--- config.mk ---
export PLATFORM = sky130hd
export DESIGN_NAME = hms_clock_with_serial_set_top_flat
export DESIGN_NICKNAME = d
export VERILOG_FILES = /design/src/hms_pkg.sv /design/src/hms_if.sv /design/src/hms_step.sv /design/src/hms_clock_with_serial_set_top.sv /design/src/flat_wrapper.sv
export SDC_FILE = /design/constraint.sdc
export NUM_CORES = 1
export LEC_CHECK = 0
export ABC_AREA = 0
export BUFFER_PORTS_ARGS = -buffer_cell sky130_fd_sc_hd__buf_2
export CORE_ASPECT_RATIO = 0.7
export CORE_MARGIN = 2
export CORE_UTILIZATION = 53
export CTS_CLUSTER_SIZE = 8
export DETAILED_ROUTE_END_ITERATION = 8
export PLACE_DENSITY = 0.73
export SLEW_MARGIN = 30
export SYNTH_ARGS = -nofsm -noshare
export SYNTH_HDL_FRONTEND = slang
export SYNTH_SLANG_ARGS = --single-unit
--- constraint.sdc ---
create_clock -name clk -period 8.8 [get_ports clk]
set_input_delay 1.76 -clock clk [delete_from_list [all_inputs] [get_ports clk]]
set_output_delay 1.76 -clock clk [all_outputs]
set_load 0.02 [all_outputs]
--- src/hms_pkg.sv ---
// ----------------------------------------------------------------------------
// hms_pkg
// Shared types and constants for the 24-hour clock with serial time setting.
// ----------------------------------------------------------------------------
`default_nettype none

package hms_pkg;

  localparam logic [7:0] TPS_RESET = 8'd61;

  localparam logic [5:0] SEC_WRAP  = 6'd60;
  localparam logic [6:0] MIN_WRAP  = 7'd60;
  localparam logic [6:0] HOUR_WRAP = 7'd24;
  localparam logic [6:0] HOUR_MAX  = 7'd23;
  localparam logic [6:0] MIN_MAX   = 7'd59;

  // Request kinds.
  localparam logic REQ_TICK = 1'b0;
  localparam logic REQ_BYTE = 1'b1;

  // Serial command bytes and the ASCII digit range.
  localparam logic [7:0] CMD_START = 8'h69;  // 'i'
  localparam logic [7:0] CMD_STOP  = 8'h73;  // 's'
  localparam logic [7:0] CMD_SET   = 8'h6F;  // 'o'
  localparam logic [7:0] CHAR_0    = 8'h30;
  localparam logic [7:0] CHAR_9    = 8'h39;

  // Digit entry positions.
  localparam logic [1:0] POS_HOUR_TENS = 2'd0;
  localparam logic [1:0] POS_HOUR_ONES = 2'd1;
  localparam logic [1:0] POS_MIN_TENS  = 2'd2;
  localparam logic [1:0] POS_MIN_ONES  = 2'd3;

  // Event codes.
  localparam logic [1:0] EV_NONE     = 2'd0;
  localparam logic [1:0] EV_BAD_HOUR = 2'd1;
  localparam logic [1:0] EV_BAD_MIN  = 2'd2;
  localparam logic [1:0] EV_SET_DONE = 2'd3;

  typedef struct packed {
    logic [7:0] tick_count;
    logic [5:0] seconds;
    logic [6:0] minutes;
    logic [6:0] hours;
    logic       run_flag;
    logic       set_flag;
    logic [1:0] digit_pos;
    logic [3:0] last_digit;
  } hms_state_t;

  typedef struct packed {
    logic       show_time;
    logic [1:0] event_res;
  } hms_status_t;

endpackage

`default_nettype wire

--- src/hms_if.sv ---
// ----------------------------------------------------------------------------
// hms_if
// Valid/ready channels for the request items and the result items.
// ----------------------------------------------------------------------------
`default_nettype none

interface hms_in_if;
  logic       valid;
  logic       ready;
  logic       req_type;
  logic [7:0] rx_byte;

  modport source (output valid, output req_type, output rx_byte, input ready);
  modport sink   (input valid, input req_type, input rx_byte, output ready);
endinterface

interface hms_out_if;
  logic       valid;
  logic       ready;
  logic       show_time;
  logic [6:0] hours;
  logic [6:0] minutes;
  logic [5:0] seconds;
  logic       running;
  logic       setting_mode;
  logic [1:0] entry_position;
  logic [1:0] event_res;

  modport source (output valid, output show_time, output hours, output minutes,
                  output seconds, output running, output setting_mode,
                  output entry_position, output event_res, input ready);
  modport sink   (input valid, input show_time, input hours, input minutes,
                  input seconds, input running, input setting_mode,
                  input entry_position, input event_res, output ready);
endinterface

`default_nettype wire

--- src/hms_step.sv ---
// ----------------------------------------------------------------------------
// hms_step
// Next-state logic for one item: prescaler, time rollover, commands and digit entry.
// ----------------------------------------------------------------------------
`default_nettype none

module hms_step (
  input  hms_pkg::hms_state_t  cur,
  input  logic [7:0]           ticks_per_second,
  input  logic                 req_type,
  input  logic [7:0]           rx_byte,
  output hms_pkg::hms_state_t  nxt,
  output hms_pkg::hms_status_t status
);
  import hms_pkg::*;

  logic [8:0] tick_inc;
  logic       second_done;
  logic [5:0] sec_inc;
  logic [6:0] min_adv;
  logic [6:0] hour_adv;
  logic [5:0] sec_new;
  logic [6:0] min_new;
  logic [6:0] hour_new;
  logic [3:0] digit;
  logic [6:0] digit_x10;
  logic [6:0] hour_sum;
  logic [6:0] min_sum;

  assign tick_inc    = {1'b0, cur.tick_count} + 9'd1;
  assign second_done = (tick_inc >= {1'b0, ticks_per_second});

  // One-second advance, each wrap checked in turn as the counters cascade.
  always_comb begin
    sec_inc  = cur.seconds + 6'd1;
    min_adv  = cur.minutes;
    hour_adv = cur.hours;
    sec_new  = sec_inc;
    if (sec_inc == SEC_WRAP) begin
      sec_new = '0;
      min_adv = cur.minutes + 7'd1;
    end
    min_new = min_adv;
    if (min_adv == MIN_WRAP) begin
      min_new  = '0;
      hour_adv = cur.hours + 7'd1;
    end
    hour_new = hour_adv;
    if (hour_adv == HOUR_WRAP) begin
      hour_new = '0;
    end
  end

  // A byte that is not a digit reuses the last digit received.
  assign digit     = (rx_byte inside {[CHAR_0:CHAR_9]}) ? 4'(rx_byte - CHAR_0)
                                                        : cur.last_digit;
  assign digit_x10 = ({3'b000, digit} << 3) + ({3'b000, digit} << 1);
  assign hour_sum  = cur.hours + {3'b000, digit};
  assign min_sum   = cur.minutes + {3'b000, digit};

  always_comb begin
    nxt              = cur;
    status.show_time = 1'b0;
    status.event_res = EV_NONE;
    if (req_type == REQ_TICK) begin
      if (cur.run_flag) begin
        if (second_done) begin
          nxt.tick_count   = '0;
          nxt.seconds      = sec_new;
          nxt.minutes      = min_new;
          nxt.hours        = hour_new;
          status.show_time = 1'b1;
        end else begin
          nxt.tick_count = tick_inc[7:0];
        end
      end
    end else begin
      status.show_time = 1'b1;
      if (!cur.set_flag) begin
        if (rx_byte == CMD_START) begin
          nxt.run_flag = 1'b1;
        end else if (rx_byte == CMD_STOP) begin
          nxt.run_flag = 1'b0;
        end else if (rx_byte == CMD_SET) begin
          nxt.set_flag = 1'b1;
        end
      end else begin
        nxt.run_flag   = 1'b0;
        nxt.last_digit = digit;
        case (cur.digit_pos)
          POS_HOUR_TENS: begin
            nxt.hours     = digit_x10;
            nxt.digit_pos = POS_HOUR_ONES;
          end
          POS_HOUR_ONES: begin
            nxt.hours = hour_sum;
            if (hour_sum > HOUR_MAX) begin
              nxt.digit_pos    = POS_HOUR_TENS;
              status.event_res = EV_BAD_HOUR;
            end else begin
              nxt.digit_pos = POS_MIN_TENS;
            end
          end
          POS_MIN_TENS: begin
            nxt.minutes   = digit_x10;
            nxt.digit_pos = POS_MIN_ONES;
          end
          default: begin
            nxt.minutes = min_sum;
            if (min_sum > MIN_MAX) begin
              nxt.digit_pos    = POS_MIN_TENS;
              status.event_res = EV_BAD_MIN;
            end else begin
              nxt.digit_pos    = POS_HOUR_TENS;
              nxt.set_flag     = 1'b0;
              status.event_res = EV_SET_DONE;
            end
          end
        endcase
      end
    end
  end

endmodule

`default_nettype wire

--- src/hms_clock_with_serial_set_top.sv ---
// A result item is shown in the cycle after its request item is accepted.
// Throughput: one item per cycle while the output is taken; the whole update of the clock state is one
// combinational pass between the state register and the result register.
// The input is ready whenever the result register is empty or being taken.
// Reset (synchronous, active low) clears the time, stops the clock, leaves set
// mode and loads a prescaler of 61 ticks per second.
// ----------------------------------------------------------------------------
// hms_clock_with_serial_set_top
// 24-hour clock driven by timer ticks and serial command or digit bytes.
// ----------------------------------------------------------------------------
`default_nettype none

module hms_clock_with_serial_set_top (
  input  logic        clk,
  input  logic        rst_n,
  input  logic        cfg_we,
  input  logic [7:0]  cfg_wdata,
  hms_in_if.sink      in_ch,
  hms_out_if.source   out_ch
);
  import hms_pkg::*;

  logic [7:0]  tps_r;
  hms_state_t  state_r;
  hms_state_t  state_nxt;
  hms_status_t status_nxt;
  logic        out_valid_r;
  logic        in_fire;

  assign in_ch.ready = !out_valid_r || out_ch.ready;
  assign in_fire     = in_ch.valid && in_ch.ready;

  hms_step u_step (
    .cur              (state_r),
    .ticks_per_second (tps_r),
    .req_type         (in_ch.req_type),
    .rx_byte          (in_ch.rx_byte),
    .nxt              (state_nxt),
    .status           (status_nxt)
  );

  always_ff @(posedge clk) begin
    if (!rst_n) begin
      tps_r <= TPS_RESET;
    end else if (cfg_we) begin
      tps_r <= cfg_wdata;
    end
  end

  always_ff @(posedge clk) begin
    if (!rst_n) begin
      state_r <= '0;
    end else if (in_fire) begin
      state_r <= state_nxt;
    end
  end

  always_ff @(posedge clk) begin
    if (!rst_n) begin
      out_valid_r <= 1'b0;
    end else if (in_ch.ready) begin
      out_valid_r <= in_ch.valid;
    end
  end

  // The result register reflects the state just after the accepted item.
  always_ff @(posedge clk) begin
    if (in_fire) begin
      out_ch.show_time      <= status_nxt.show_time;
      out_ch.hours          <= state_nxt.hours;
      out_ch.minutes        <= state_nxt.minutes;
      out_ch.seconds        <= state_nxt.seconds;
      out_ch.running        <= state_nxt.run_flag;
      out_ch.setting_mode   <= state_nxt.set_flag;
      out_ch.entry_position <= state_nxt.digit_pos;
      out_ch.event_res      <= status_nxt.event_res;
    end
  end

  assign out_ch.valid = out_valid_r;

endmodule

`default_nettype wire
--- src/flat_wrapper.sv ---
// flat-port wrapper written by rule: the top's interface ports become plain ports
module hms_clock_with_serial_set_top_flat import hms_pkg::*;
  (clk, rst_n, cfg_we, cfg_wdata, in_ch_valid, in_ch_req_type, in_ch_rx_byte, in_ch_ready, out_ch_valid, out_ch_show_time, out_ch_hours, out_ch_minutes, out_ch_seconds, out_ch_running, out_ch_setting_mode, out_ch_entry_position, out_ch_event_res, out_ch_ready);
  hms_in_if in_ch_i ();
  hms_out_if out_ch_i ();
  input  logic clk;
  input  logic rst_n;
  input  logic cfg_we;
  input  logic [7:0] cfg_wdata;
  input wire logic [$bits(in_ch_i.valid)-1:0] in_ch_valid;
  input wire logic [$bits(in_ch_i.req_type)-1:0] in_ch_req_type;
  input wire logic [$bits(in_ch_i.rx_byte)-1:0] in_ch_rx_byte;
  output wire logic [$bits(in_ch_i.ready)-1:0] in_ch_ready;
  output wire logic [$bits(out_ch_i.valid)-1:0] out_ch_valid;
  output wire logic [$bits(out_ch_i.show_time)-1:0] out_ch_show_time;
  output wire logic [$bits(out_ch_i.hours)-1:0] out_ch_hours;
  output wire logic [$bits(out_ch_i.minutes)-1:0] out_ch_minutes;
  output wire logic [$bits(out_ch_i.seconds)-1:0] out_ch_seconds;
  output wire logic [$bits(out_ch_i.running)-1:0] out_ch_running;
  output wire logic [$bits(out_ch_i.setting_mode)-1:0] out_ch_setting_mode;
  output wire logic [$bits(out_ch_i.entry_position)-1:0] out_ch_entry_position;
  output wire logic [$bits(out_ch_i.event_res)-1:0] out_ch_event_res;
  input wire logic [$bits(out_ch_i.ready)-1:0] out_ch_ready;
  assign in_ch_i.valid = in_ch_valid;
  assign in_ch_i.req_type = in_ch_req_type;
  assign in_ch_i.rx_byte = in_ch_rx_byte;
  assign in_ch_ready = in_ch_i.ready;
  assign out_ch_valid = out_ch_i.valid;
  assign out_ch_show_time = out_ch_i.show_time;
  assign out_ch_hours = out_ch_i.hours;
  assign out_ch_minutes = out_ch_i.minutes;
  assign out_ch_seconds = out_ch_i.seconds;
  assign out_ch_running = out_ch_i.running;
  assign out_ch_setting_mode = out_ch_i.setting_mode;
  assign out_ch_entry_position = out_ch_i.entry_position;
  assign out_ch_event_res = out_ch_i.event_res;
  assign out_ch_i.ready = out_ch_ready;
  hms_clock_with_serial_set_top u_core (.clk(clk), .rst_n(rst_n), .cfg_we(cfg_we), .cfg_wdata(cfg_wdata), .in_ch(in_ch_i), .out_ch(out_ch_i));
endmodule
## Word level (Yosys, flattened, before mapping)

Index checks and enable logic that the tools add are counted.

| storage, ports and cells | value |
|---|---|
| output and inout port bits | 29 |
| word-level logic and storage cells | 83 |
| bits of input ports | 22 |
| register bits | 72 |

| cells by class | value |
|---|---|
| reductions and logical operators | 11 |
| $add $sub $neg | 8 |
| multiplexer cells | 32 |
| order comparisons | 5 |
| equal/unequal tests | 8 |
| bitwise operators | 1 |

Operators with widths:

| kind | count |
|---|---|
| 2-to-1 mux 20 bit | 2 |
| 2-to-1 mux 14 bit | 2 |
| 2-to-1 mux 7 bit | 4 |
| case mux 7 bit (2 select lines) | 2 |
| equality test 8 x 7 -> 1 bit (second input constant) | 3 |
| 2-to-1 mux 6 bit | 3 |
| 2-to-1 mux 8 bit | 2 |
| adder 7 x 1 -> 7 bit (second input constant) | 2 |
| adder 7 x 4 -> 7 bit | 2 |
| 2-to-1 mux 1 bit | 11 |
| adder 8 x 1 -> 9 bit (second input constant) | 1 |
| greater-or-equal comparator 9 x 8 -> 1 bit | 1 |
| greater-or-equal comparator 8 x 6 -> 1 bit (second input constant) | 1 |
| <= comparator 8 x 6 -> 1 bit (second input constant) | 1 |
| adder 7 x 5 -> 7 bit | 1 |
| equality test 7 x 5 -> 1 bit (second input constant) | 1 |
| equality test 7 x 6 -> 1 bit (second input constant) | 1 |
| greater-than comparator 7 x 5 -> 1 bit (second input constant) | 1 |
| greater-than comparator 7 x 6 -> 1 bit (second input constant) | 1 |
| adder 6 x 1 -> 6 bit (second input constant) | 1 |
| equality test 6 bit (second input constant) | 1 |
| 2-to-1 mux 2 bit | 3 |
| case mux 2 bit (3 select lines) | 1 |
| AND reduction 3 bit | 2 |
| other kinds (13) | 15 |

## Logic depth before layout (Yosys ltp)

Gate-level depths: netlist of run 1.

| logic depth | value |
|---|---|
| depth in word-level cells | 10 |
| depth in mapped cells | 13 |

## By module

A second synthesis of run 1 with hierarchy kept.

| second synthesis, totals | value |
|---|---|
| cells, all modules | 561 |
| area total of the unflattened synthesis | 4,906.0 um2 |

By module, submodules not included:

| module | instances | cells an instance | area each (um2) |
|---|---|---|---|
| hms_clock_with_serial_set_top | 1 | 214 | 2,615.0 |
| hms_step | 1 | 347 | 2,290.9 |

## Worst setup path after synthesis of run 1

No wires, ideal clock.

| timing path | value |
|---|---|
| kind | input to register |
| from | input in_ch_rx_byte[6] |
| to | register u_core.out_ch.minutes[6], data pin |
| required time | 8,539 ps |
| slack | 4,148 ps |
| arrival | 4,391 ps |
| stages | 12 |
| buffers on the path | 0 |
| path through | and4bb_1 -> nor2b_1 -> o21ai_0 -> inv_1 -> fa_1 -> a21o_1 -> a21oi_1 -> nor2_1 -> nand2_1 -> o41ai_1 -> a211o_1 -> a311o_1 |

RTL lines:

| element | line | RTL |
|---|---|---|
| start, declared | flat_wrapper.sv:12 | `input wire logic [$bits(in_ch_i.rx_byte)-1:0] in_ch_rx_byte;` |
| end, declared | hms_if.sv:29 | `modport source (output valid, output show_time, output hours, output minutes,` |

==> results.md, run 1 <==
* Outcome: complete, no violations
* Post-route ant nets at 0
* Worst-path maximum fanout at 6
* Mapped Cells at 550
* Critical path class: in2reg
* Mapped Avg Cell Area at 8.59 µm²
* Share of the core filled with cells in the final layout at 62.3%
* Sort of element at the end of the critical path: flip-flop
* Pre-Repair DR Iteration Count at 5
* Power per standard cell area at 154 mW/mm²
* Final hold violations at 0
* Number of fill cells in the layout at 753
* Number of distinct library cells after synthesis at 69
* Cell types with the largest area share after synthesis: sky130_fd_sc_hd__dfxtp_1, sky130_fd_sc_hd__edfxtp_1, sky130_fd_sc_hd__ha_1
* Final cycle utilization of the critical path at 53.7%
* Non-filler instance count after layout at 708
* Library cell contributing the largest single delay on the critical path: sky130_fd_sc_hd__fa_1
* Cell area after placement at 0.00501 mm²
* Pins Over Slew Limit at 0
* Slew HR at 38.3%
* Clock latency on the worst-skew pair at 340 ps
* Hold-fix buffers, CTS at 0
* Leading cell types in the layout, fill and taps excluded: sky130_fd_sc_hd__nand2_1, sky130_fd_sc_hd__nor2_1, sky130_fd_sc_hd__buf_2, sky130_fd_sc_hd__dfxtp_1
* Most frequent standard cell in the layout excluding fill and tap cells: sky130_fd_sc_hd__nand2_1
* Buffers inserted during post-CTS setup optimization at 0
* Die area at 0.00969 mm²
* Number of H-tree levels at 3
* TritonCTS clock tree: yes
* Detailed router's first-iteration violation count at 539
* Post-cts repair resize count at 0
* Arrival time reported for the critical path endpoint at 4810 ps
* HP Class: reg2reg
* Routed via count divided by cell count at 6.19
* Number of register bits inferred by synthesis at 72
* Max rail drop VDD at 0.104 mV
* Wire length of the first global-routing pass at 20.1 mm
* Post-Synthesis Cell Area at 0.00472 mm²
* RSZ-0062 raised after global routing: no
* I/O pin cnt at 51
* Cts bufs inserted at 9
* Post-Syn Nets at 597
* Yosys top cell area share at 19.1%
* Horizontal extent of the die at 117 µm
* Post-detailed-route DRC marker count at 0
* Final setup slack of the worst path at 4070 ps
* Primary FF master, synth: sky130_fd_sc_hd__dfxtp_1
* Post-Layout Inst Area at 0.00533 mm²
* Area of the core region at 0.00855 mm²
* Maximum number of pins on one net before global-route repair at 30
* Measured slew at the worst slew-check pin at 921 ps
* Total wirelength of the detailed-routed design at 12.3 mm
* Num rows at 28
* Maximum operating frequency at 212 MHz
* List of cells traversed by the critical path: buf_2, and4bb_1, nor2b_1, o21ai_0, inv_1, fa_1, a21o_1, a21oi_1, nor2_1, nand2_1, o41ai_1, a211o_1, a311o_1
* Global-route total usage across every layer at 26.6%
* Number of buffers between clock root and the deepest sink at 2
* Final setup violation count at 0
* Die outline height at 83.0 µm
* Stage delay of the slowest cell on the critical path at 470 ps
* Ys async rst share at 0%
* Ratio of cells with drive above 1 in the final layout at 13.9%
* Pre-CTS setup slack at 3710 ps
* Total vias in the final route at 4384
* Vias in the first global route at 3910
* Clock root cell: sky130_fd_sc_hd__clkbuf_16
* Weighted congestion at the end of routability-driven global placement at 0.900
* Clock net sink count at 72
* Fraction of the yosys area taken by sequential cells at 36.2%
* Setup skew after layout at 5.94 ps
* Setup TNS at 0 ps
* Clock input transition at the sequential cells of the worst setup and hold paths at 60 ps
* Lkg Pwr at 0.00222 µW
* Biggest area consumer among synthesized cells: sky130_fd_sc_hd__dfxtp_1
* Number of nets in the final layout at 630
* Total gr overflow at 0
* Number of enable flip-flop cells after synthesis at 27
* Category of the worst setup path launch point: input pin
* Critical path required time at 8890 ps
* Antenna violations before repair at 0
* Signed area change from the synthesized netlist to the final layout at 12.8%
* Inst Count DP at 692
* Reported max-cap violation count at 0
* Initial core utilization at 55.3%
* Synth Warn # at 0
* Total of buffers placed on input and output ports at 50
* Antenna Cells at 0
* Crit path time final at 4730 ps
* Final HPWL from detailed placement at 8.79 mm
* WL/cell at 17.3 µm
-- cell type report --
class	count	area (µm²)	share of cell area (%)
clock buffers	11	253	4.74
clock inverters	5	62.6	1.17
inverters	24	90.1	1.69
multi-input cells	424	2800	52.5
flip-flops and latches	72	1710	32.1
well taps	120	150	2.82
repair buffers	52	265	4.98
-- final timing paths --
kind,start,endpoint,slack (ps),depth (start not counted)
min reg2reg,u_core.tps_r[0],u_core.tps_r[0],490,2
max,in_ch_rx_byte[4],u_core.out_ch.minutes[6],4070,13
max reg2reg,u_core.state_r[28],u_core.out_ch.hours[4],4440,12
min,u_core.tps_r[0],u_core.tps_r[0],490,2
-- per-stage QoR --
step           hold WS (ps)  power (µW)
2_1_floorplan           446         424
3_3_place_gp            472         448
4_1_cts                 489         829
3_5_place_dp            469         450
6_report                493         823
5_1_grt                 528         854
-- registers in the layout, indices dropped and copies added, names as in the netlist --
signal                        flops
u_core.tps_r                      8
u_core.out_ch.hours               7
u_core.state_r                   36
u_core.out_ch.minutes             7
u_core.out_ch.show_time           1
u_core.out_ch.valid               1
u_core.out_ch.seconds             6
u_core.out_ch.setting_mode        1
u_core.out_ch.event_res           2
u_core.out_ch.running             1
u_core.out_ch.entry_position      2
-- per-layer routing --
layer / up-vias / track usage (%) / routed length [µm]
met4: 0 / 7.27 / 169
li1: 2092 / - / -
met5: - / 0 / 0
met3: 20 / 7.59 / 1160
met1: 2051 / 39.4 / 5750
met2: 221 / 37.5 / 5200
-- cell families (layout without fill, tap and decap cells) --
logic type	count (synthesis)	count (layout)	share of synthesized area [%]
simple gates	194	194	20.5
compound gates	161	161	22.9
flops	72	72	36.2
buf+inv	54	92	4.58
xor+xnor	30	30	5.56
fa+ha+maj	26	26	7.31
mux	13	13	2.89
-- synthesized netlist by cell type, types with 3 or more instances --
cell type and count:
sky130_fd_sc_hd__nand3_1 21, sky130_fd_sc_hd__dfxtp_1 45, sky130_fd_sc_hd__buf_1 3, sky130_fd_sc_hd__o211ai_1 6, sky130_fd_sc_hd__a211oi_1 3, sky130_fd_sc_hd__buf_2 5, sky130_fd_sc_hd__nand2_1 62, sky130_fd_sc_hd__o21ai_1 3
sky130_fd_sc_hd__edfxtp_1 27, sky130_fd_sc_hd__ha_1 22, sky130_fd_sc_hd__nor2b_1 9, sky130_fd_sc_hd__clkbuf_1 21, sky130_fd_sc_hd__o211a_1 6, sky130_fd_sc_hd__o21a_1 5, sky130_fd_sc_hd__nand2b_1 6, sky130_fd_sc_hd__a211o_1 5
sky130_fd_sc_hd__a21o_1 8, sky130_fd_sc_hd__nor3_1 10, sky130_fd_sc_hd__xnor2_1 21, sky130_fd_sc_hd__fa_1 3, sky130_fd_sc_hd__xor2_1 9, sky130_fd_sc_hd__a31oi_1 11, sky130_fd_sc_hd__inv_1 23, sky130_fd_sc_hd__o31ai_1 9
sky130_fd_sc_hd__o2111ai_1 3, sky130_fd_sc_hd__a21oi_1 37, sky130_fd_sc_hd__nor4_1 5, sky130_fd_sc_hd__mux2_2 5, sky130_fd_sc_hd__mux2i_1 8, sky130_fd_sc_hd__nor2_1 52, sky130_fd_sc_hd__and4b_1 3, sky130_fd_sc_hd__o21ai_0 37
sky130_fd_sc_hd__o41ai_1 3, sky130_fd_sc_hd__and3_1 4, sky130_fd_sc_hd__and2_1 3
-- power breakdown --
group / leakage (µW) / total, µW / switching [µW] / internal, µW
registers: 0.000639 / 372 / 11.4 / 360
clock network: 0.000148 / 378 / 142 / 236
logic: 0.00144 / 72.9 / 48.0 / 24.9
total: 0.00222 / 823 / 202 / 621
-- worst max-delay path: cells and delay by family --
| family | cells | cell delay (ps) |
|---|---|---|
| buffers and inverters | 2 | 370 |
| and+or+nand+nor | 4 | 630 |
| adders and majority gates | 1 | 470 |
| AOI/OAI and AO/OA | 6 | 1590 |
Power figures use the tool's default switching activity.
==> run 2: changes to the inputs <==
- PLACE_DENSITY: 0.73 -> 0.76
- clock period: 8.8 -> 4 ns (I/O delays scaled with it)
==> run 2 against run 1 <==
Die area is the same. Critical path type unchanged. Largest cell class unchanged. Clock skew grew 1.0 ps. Final area grew 1.2%. Power grew 120%. Routed wire length grew 3.2%. Hold slack lost 4.8 ps.
==> results.md, run 2 (synthesized netlist as in run 1, its figures left out) <==
* Outcome: complete, no violations
* Hold-fix buffers, CTS at 0
* Power per standard cell area at 339 mW/mm²
* Global-route total usage across every layer at 27.2%
* Detailed router's first-iteration violation count at 398
* Critical path class: in2reg
* RSZ-0062 raised after global routing: no
* Leading cell types in the layout, fill and taps excluded: sky130_fd_sc_hd__nand2_1, sky130_fd_sc_hd__nor2_1, sky130_fd_sc_hd__buf_2, sky130_fd_sc_hd__dfxtp_1
* Gate power share at 8.9%
* Weighted congestion at the end of routability-driven global placement at 0.989
* Post-route ant nets at 0
* Internal power at 1390 µW
* Buffers & Inverters on Critical Path at 2
* Setup skew after layout at 6.99 ps
* Die area at 0.00969 mm²
* Total vias in the final route at 4361
* Power after layout at 1830 µW
* Crit path time final at 3590 ps
* Post-cts repair resize count at 0
* Sort of element at the end of the critical path: flip-flop
* Library cell contributing the largest single delay on the critical path: sky130_fd_sc_hd__a2111oi_0
* I/O pin cnt at 51
* Horizontal extent of the die at 117 µm
* Reported max-cap violation count at 0
* Pre-CTS setup slack at 108 ps
* Measured slew at the worst slew-check pin at 915 ps
* Top Family by Delay on Critical Path: compound AO/OA/AOI/OAI gates
* Clock input transition at the sequential cells of the worst setup and hold paths at 50 ps
* Share of the core filled with cells in the final layout at 63.1%
* Total wirelength of the detailed-routed design at 12.7 mm
* Pre-Repair DR Iteration Count at 5
* List of cells traversed by the critical path: buf_2, and4bb_1, nor2b_1, o21ai_0, inv_1, ha_1, a21o_1, a21oi_1, nor2b_1, o21ai_0, xor2_1, a2111oi_0, o31a_1
* Clock Power Share at 46.3%
* Power spent charging and discharging nets at 439 µW
* Ratio of cells with drive above 1 in the final layout at 14.9%
* Final cycle utilization of the critical path at 89.7%
* Setup TNS at 0 ps
* Lkg Pwr at 0.00227 µW
* Post-detailed-route DRC marker count at 0
* Critical path required time at 4280 ps
* Maximum operating frequency at 279 MHz
* Num rows at 28
* Arrival time reported for the critical path endpoint at 3870 ps
* Buffers inserted during post-CTS setup optimization at 0
* Final setup slack of the worst path at 414 ps
* Clock net sink count at 72
* Vias in the first global route at 4144
* Max FFs per register at 36
* Final setup violation count at 0
* Cell count along the critical path at 13
* HP Class: reg2reg
* Stage delay of the slowest cell on the critical path at 740 ps
* Clock root cell: sky130_fd_sc_hd__clkbuf_16
* Clock latency on the worst-skew pair at 340 ps
* Category of the worst setup path launch point: input pin
* Number of H-tree levels at 3
* Net Sw Frac at 24.0%
* Pins Over Slew Limit at 0
* Total gr overflow at 0
* Sequential fraction of design power at 44.8%
* Final HPWL from detailed placement at 9.14 mm
* Antenna Cells at 0
* Largest registers in the final layout: u_core.state_r x36, u_core.tps_r x8
* Number of nets in the final layout at 639
* Register with the highest flop count: u_core.state_r
* Number of buffers between clock root and the deepest sink at 2
* Slew HR at 38.9%
* Max rail drop VDD at 0.215 mV
* Worst-path maximum fanout at 6
* Antenna violations before repair at 0
* Wire length of the first global-routing pass at 20.6 mm
* Die outline height at 83.0 µm
* Initial core utilization at 55.3%
* Signed area change from the synthesized netlist to the final layout at 14.1%
* TritonCTS clock tree: yes
* Maximum number of pins on one net before global-route repair at 42
* Number of cells on the worst reg-to-reg path at 13
* Most frequent standard cell in the layout excluding fill and tap cells: sky130_fd_sc_hd__nand2_1
* Final hold violations at 0
* Cts bufs inserted at 9
* WL/cell at 17.7 µm
* Total of buffers placed on input and output ports at 50
* Cell depth of the worst min-delay path at 2
* Area of the core region at 0.00855 mm²
* Routed via count divided by cell count at 6.09
==> run 2: cell count changes in the layout (fill, tap and decap cells not counted), sizes merged <==
| cell | before | now |
|---|---|---|
| clkinvlp | 2 | 1 |
| clkbuf | 11 | 9 |
| buf | 52 | 61 |
| inv | 24 | 23 |
| bufinv | 1 | 2 |
| clkinv | 2 | 4 |
==> run 2: power by group through the flow <==
stage                     Sequential, µW  Clock [µW]  Combinational [µW]
after floorplan                      845           0                86.6
final                                817         845                 163
after detailed placement             832           0                 162
after CTS                            817         858                 162
after global routing                 821         897                 180
after global placement               830           0                 156
==> run 2: worst min-delay path, cell delays in order (launching register included) <==
cell and delay, ps:
sky130_fd_sc_hd__dfxtp_1 340, sky130_fd_sc_hd__mux2i_1 70, sky130_fd_sc_hd__nand2_1 60
==> run 2: path summary, 6_finish.rpt <==
check | start | slack, ps | endpoint
setup / recovery | in_ch_rx_byte[6] | 410 | u_core.state_r[13]
hold / removal | u_core.tps_r[0] | 490 | u_core.tps_r[0]
setup reg to reg | u_core.state_r[28] | 490 | u_core.state_r[19]
hold reg to reg | u_core.tps_r[0] | 490 | u_core.tps_r[0]
==> run 2: area by class of cell <==
cell class / instances / area, µm²
Inverter: 24 / 90.1
Sequential cell: 72 / 1710
Fill cell: 755 / 3160
Multi-Input combinational cell: 424 / 2800
Timing Repair Buffer: 61 / 333
Tap cell: 120 / 150
Clock buffer: 9 / 225
Clock inverter: 6 / 85.1
==> run 2: stage by stage <==
| stage | hold WS (ps) | std cells | instance area, µm² |
|---|---|---|---|
| 2_1_floorplan | 446 | 550 | 4720 |
| 3_3_place_gp | 473 | 701 | 5080 |
| 3_5_place_dp | 468 | 701 | 5080 |
| 4_1_cts | 486 | 716 | 5390 |
| 5_1_grt | 527 | 716 | 5390 |
| 6_report | 488 | 716 | 5390 |
==> run 2: per-layer routing <==
| layer | wire [µm] | vias to the layer above | track usage, % |
|---|---|---|---|
| li1 | - | 2104 | - |
| met1 | 5790 | 2023 | 37.5 |
| met2 | 5360 | 204 | 39.0 |
| met3 | 1260 | 30 | 9.78 |
| met4 | 262 | 0 | 9.52 |
| met5 | 0 | - | 0 |
